--- config.mk ---
export PLATFORM = sky130hd
export DESIGN_NAME = msbr_ctrl
export DESIGN_NICKNAME = d
export VERILOG_FILES = /design/src/hw/rtl/msbr_pkg.sv /design/src/hw/rtl/msbr_ctrl.sv
export SDC_FILE = /design/constraint.sdc
export NUM_CORES = 1
export LEC_CHECK = 0
export BUFFER_PORTS_ARGS = -buffer_cell sky130_fd_sc_hd__buf_2
export CAP_MARGIN = 20
export CORE_AREA = 2 2 39 41
export DETAILED_ROUTE_END_ITERATION = 7
export DIE_AREA = 0 0 41 43
export PLACE_DENSITY = 0.41
export SLEW_MARGIN = 20
export SYNTH_ARGS = -nofsm -noshare
export SYNTH_HDL_FRONTEND = slang
export SYNTH_SLANG_ARGS = --single-unit
--- constraint.sdc ---
create_clock -name clk -period 4.2 [get_ports clk]
set_input_delay 0.42 -clock clk [delete_from_list [all_inputs] [get_ports clk]]
set_output_delay 0.42 -clock clk [all_outputs]
set_load 0.01 [all_outputs]
--- src/hw/rtl/msbr_pkg.sv ---
// Package for the MSB-first bit reader: field widths, command codes,
// controller states and the command/status structs between controller and datapath.
// No dependencies.
package msbr_pkg;

	localparam int CMD_W   = 3;
	localparam int ADDR_W  = 12;
	localparam int BYTE_W  = 8;
	localparam int COUNT_W = 16;
	localparam int VALUE_W = 32;
	localparam int POS_W   = 16;
	localparam int SIZE_W  = 13;
	localparam int PADDR_W = 3;
	localparam int PDATA_W = 32;

	// Register index of buffer_size on the configuration port.
	localparam logic [0:0] REG_BUFFER_SIZE = 1'b0;

	typedef enum logic [CMD_W-1:0] {
		CMD_WRITE  = 3'd0,
		CMD_READ   = 3'd1,
		CMD_PEEK   = 3'd2,
		CMD_SKIP   = 3'd3,
		CMD_REWIND = 3'd4
	} cmd_e_t;

	typedef enum logic [1:0] {
		ST_IDLE,
		ST_FETCH,
		ST_BITS,
		ST_FINISH
	} state_t;

	// Commands from the controller to the datapath.
	typedef struct packed {
		logic load;
		logic fetch;
		logic step;
		logic finish;
	} ctrl_cmd_t;

	// Status from the datapath to the controller.
	typedef struct packed {
		logic start_bits;
		logic cnt_last;
		logic slot_free;
	} ctrl_stat_t;

endpackage

--- src/hw/rtl/msbr_ctrl.sv ---
// Controller state machine of the MSB-first bit reader.
// Depends on msbr_pkg.
module msbr_ctrl (
	input  logic                clk,
	input  logic                arst_n,
	input  logic                in_valid,
	output logic                in_stall,
	input  msbr_pkg::ctrl_stat_t stat,
	output msbr_pkg::ctrl_cmd_t  ctl
);

	import msbr_pkg::*;

	state_t state_q;
	state_t state_d;

	always_ff @(posedge clk or negedge arst_n) begin
		if (!arst_n) begin
			state_q <= ST_IDLE;
		end else begin
			state_q <= state_d;
		end
	end

	always_comb begin
		state_d  = state_q;
		ctl      = '0;
		in_stall = 1'b1;
		case (state_q)
			ST_IDLE: begin
				in_stall = 1'b0;
				if (in_valid) begin
					ctl.load = 1'b1;
					state_d  = stat.start_bits ? ST_FETCH : ST_FINISH;
				end
			end
			ST_FETCH: begin
				ctl.fetch = 1'b1;
				state_d   = ST_BITS;
			end
			ST_BITS: begin
				ctl.step = 1'b1;
				if (stat.cnt_last) begin
					state_d = ST_FINISH;
				end
			end
			ST_FINISH: begin
				if (stat.slot_free) begin
					ctl.finish = 1'b1;
					state_d    = ST_IDLE;
				end
			end
			default: begin
				state_d = ST_IDLE;
			end
		endcase
	end

	a_bits_end: assert property (@(posedge clk) disable iff (!arst_n)
		(state_q == ST_BITS && stat.cnt_last) |=> (state_q == ST_FINISH))
		else $error("bit loop did not end after its last bit");

	a_fetch_once: assert property (@(posedge clk) disable iff (!arst_n)
		ctl.fetch |=> (ctl.step && !ctl.fetch))
		else $error("first byte fetch not followed by a bit step");

endmodule

# After elaboration in Yosys (flattened, before gate mapping)
# Index checks and enable logic that the tools add are counted.
# op_classes
eq_ne	6
muxes	12
n_reduce_logical	2
# ops
operator	count
two-way mux 2 bit	4
one-hot mux 2 bit (4 select lines)	1
two-way mux 1 bit	7
!= test 2 bit, second input constant	3
== test 2 bit, second input constant	2
AND reduction 3 bit	1
== test 2 x 1 -> 1 bit, second input constant	1
zero test 2 bit	1
# totals
reg_bits	2
elab_cells	21

# Depth between registers and ports, before layout
# logic_depth
ltp_word	3
depth_mapped	4

# Worst setup path after synthesis
# OpenSTA, ideal clock, no wires.
# synth_timing
kind	register to register
startpoint	register state_q[0]
endpoint	register state_q[0]
t_arrival_ns	1.353
path_slack_ns	2.768
path_stages_with_launch	5
path_buffers	0
cell_sequence	dfrtp_1 -> inv_1 -> ha_1 -> a222oi_1 -> mux2i_1
# synth_via
elab_chain_len	3
elab_cells_between_ends	9
classes_between	eq/ne: 6; mux: 1; reduce/logical: 2
# synth_rtl
item	line	text
start: declaration	msbr_ctrl.sv:14	state_t state_q;
start signal: assignment	msbr_ctrl.sv:21	state_q <= state_d;
== test 2 bit or zero test 2 bit (tied branches)	msbr_ctrl.sv:29	case (state_q)
!= test 2 bit (no source line)	-	
AND reduction 3 bit (no source line)	-	
# Parallel ways exist; a longest one is shown, timed or not.
# A chain may end at the register's enable or synchronous reset.

==> metrics.md <==
| Metric | Value |
|---|---|
| Grt ovf | `0` |
| Net Sw Frac | `roughly 42%` |
| Hold buffer count at CTS | `1` |
| Worst-path clk slew | `approximately 30 ps` |
| Clk sinks | `2` |
| Unrepaired setup endpoints after global routing | `no` |
| Seq cells post-synth | `2` |
| Comb power frac | `59.7%` |
| Global Route Usage Sum | `4.92%` |
| Met2 wire length | `153 µm` |
| Fmax | `0.624 GHz` |
| Commonest non-fill, non-tap cell in the layout | `buf_2` |
| First-pass GRT wire length | `538 µm` |
| Final WL | `407 µm` |
| Starting density of the core | `14.0%` |
| Reg power frac | `a little under a fifth` |
| Net count, final | `48` |
| Maximum fanout along the worst path | `4` |
| Worst path bufs/invs | `3` |
| Metal-1 WL | `just under 200 µm` |
| Via count | `177` |
| Final Hold Viols | `0` |
| Dpl ws | `2650 ps` |
| Largest register FFs | `2` |
| Critical-path top delay cell | `dfrtp_1` |
| DRC | `0` |
| Worst Clk Skew | `4.41 ps` |
| Worst hold path class | `input port to async pin` |
| Worst IR Drop VDD | `0.274 mV` |
| Die height | `43 µm` |
| Distinct cells, synth | `8` |
| Vias in the first global route | `155` |
| Most frequent cells in the layout | `buf_2, inv_1, ha_1` |
| TritonRoute pass-1 iters | `4` |
| Clock group share of total power | `21.2%` |
| Area grow syn2layout | `52.9%` |
| Largest Register | `state_q` |
| Pleak | `~0.18 nW` |
| Max-slew violations | `0` |
| Startpoint types | `register` |
| CTS buffer count | `3` |
| Status | `complete, no violations` |
| Total inserted antenna cells | `0` |
| Pint | `0.000118 W` |
| Setup tns final | `0 ps` |
| Worst-skew pair later-pin latency | `230 ps` |
| Syn Nets | `32` |
| Post-DRT Antenna Nets | `0` |
| Syn_area_per_cell | `9.24 µm²` |
| Critical-path cell list | `inv_1 -> ha_1 -> inv_1 -> nor2_1 -> buf_2` |
| Htree depth | `1` |
| Top Registers | `state_q x2` |
| DRT iter0 DRCs | `9` |
| Core area | `1380 µm²` |
| Post-CTS Resized | `0` |
| Power density cells | `between 600 and 700 nW/µm²` |
| Initial antenna violation count | `0` |
| Sw power | `roughly 0.000085 W` |
| Flop2flop setup slack | `2660 ps` |
| Worst Max-Slew Pin Slew | `496 ps` |
| Cell family with most CP delay | `flip-flops` |
| Fin crit period | `1600 ps` |
| Maxcap violations | `0` |
| Avg WL per Cell | `7.98 µm` |
| Most common cell on crit path | `inv_1` |
| Slew margin rel. | `66.9%` |
| Vias per inst | `3.47` |
| Post-Synthesis Cells | `21` |
| Die ar. | `1760 µm²` |
| Ranking of synthesized cells by area | `ha_1, dfrtp_1, mux2i_1` |
| Sequential fraction of the synthesis area | `between 20% and 30%` |
| Top-level I/O count | `11` |
| Worst Path Arrival | `1180 ps` |
| Cell Area, Synth | `194 µm²` |
| Post-CTS setup buffers | `0` |
| Worst setup margin | `2600 ps` |
| Max layer used | `met3` |
| Syn. warnings | `0` |
| FP Rows | `14` |
| Synth area leader | `ha_1` |
| Crit share post-route | `38.2%` |
| Port Buffer Count | `10` |
| Maximum root-to-sink buffer count | `2` |
| CP Capture Type | `primary output` |
| Share of layout cells above drive strength 1 | `40.0%` |
| Worst path required time | `3780 ps` |
| Die Width | `41 µm` |
| Routed wl met3 | `57 µm` |
| CTS tree | `built` |
| RD Place Congestion | `0.652` |
| CTS root buf | `clkbuf_4` |
| Largest net degree at the start of global routing | `5` |
| Crit path largest cell delay | `390 ps` |
| Critical setup path kind | `register to primary output` |
| Setup violations, final | `0` |
| Yosys top cell area share | `32.3%` |
[path summary, 6_finish.rpt]
check | cells after the start | to | startpoint
max in group asynchronous | 2 | state_q[0]$_DFFE_PN0P_ | arst_n
min | 2 | state_q[1]$_DFFE_PN0P_ | arst_n
max reg2reg | 4 | state_q[0]$_DFFE_PN0P_ | state_q[0]$_DFFE_PN0P_
min in group clk | 4 | state_q[1]$_DFFE_PN0P_ | stat[2]
min reg2reg | 2 | state_q[1]$_DFFE_PN0P_ | state_q[1]$_DFFE_PN0P_
max | 5 | ctl[3] | state_q[1]$_DFFE_PN0P_
[power by group through the flow]
stage	clock (W)	combinational, W	sequential (W)
global placement	0	0.000124	0.0000386
detailed placement	0	0.000123	0.0000392
global route	0.0000477	0.000142	0.0000400
floorplan	0	0.0000864	0.0000373
CTS	0.0000460	0.000125	0.0000389
finish	0.0000430	0.000121	0.0000388
[kinds of logic after synthesis]
kind of cell             Yosys count  synth area share, %
AO/OA/AOI/OAI                      1                 5.16
adder cells (fa/ha/maj)            5                 32.3
buffers and inverters              7                 14.2
flip-flops                         2                 25.8
multiplexers                       3                 15.5
AND/OR/NAND/NOR                    3                 7.10
[cell usage after synthesis]
| library cell | count |
|---|---|
| a222oi_1 | 1 |
| and2_1 | 1 |
| ha_1 | 5 |
| dfrtp_1 | 2 |
| nor2_1 | 2 |
| inv_1 | 6 |
| mux2i_1 | 3 |
| clkinvlp_2 | 1 |
[per-stage QoR]
stage          std cells  hold slack (ps)  util [%]  cell area (µm²)  total power (W)
2_1_floorplan         21              124         -              194         0.000124
3_3_place_gp          47              207      19.1              264         0.000163
3_5_place_dp          47              208      19.1              264         0.000163
4_1_cts               51              497      21.4              297         0.000210
5_1_grt               51              500      21.4              297         0.000230
6_report              51              514      21.4              297         0.000203
[final cells by class]
cell class              count  area [µm²]
fillers                   153        1090
multi-input cells          12         116
repair buffers             11        60.1
flip-flops and latches      2        50.0
inverters                   7        27.5
clock buffers               3        22.5
well taps                  16        20.0
[metal layers]
layer,track usage (%),vias to the layer above
met5,0,-
met4,6.00,0
met3,2.09,0
met2,6.25,13
met1,5.14,70
li1,-,94
Note: power is estimated with default switching activity, not from simulation.
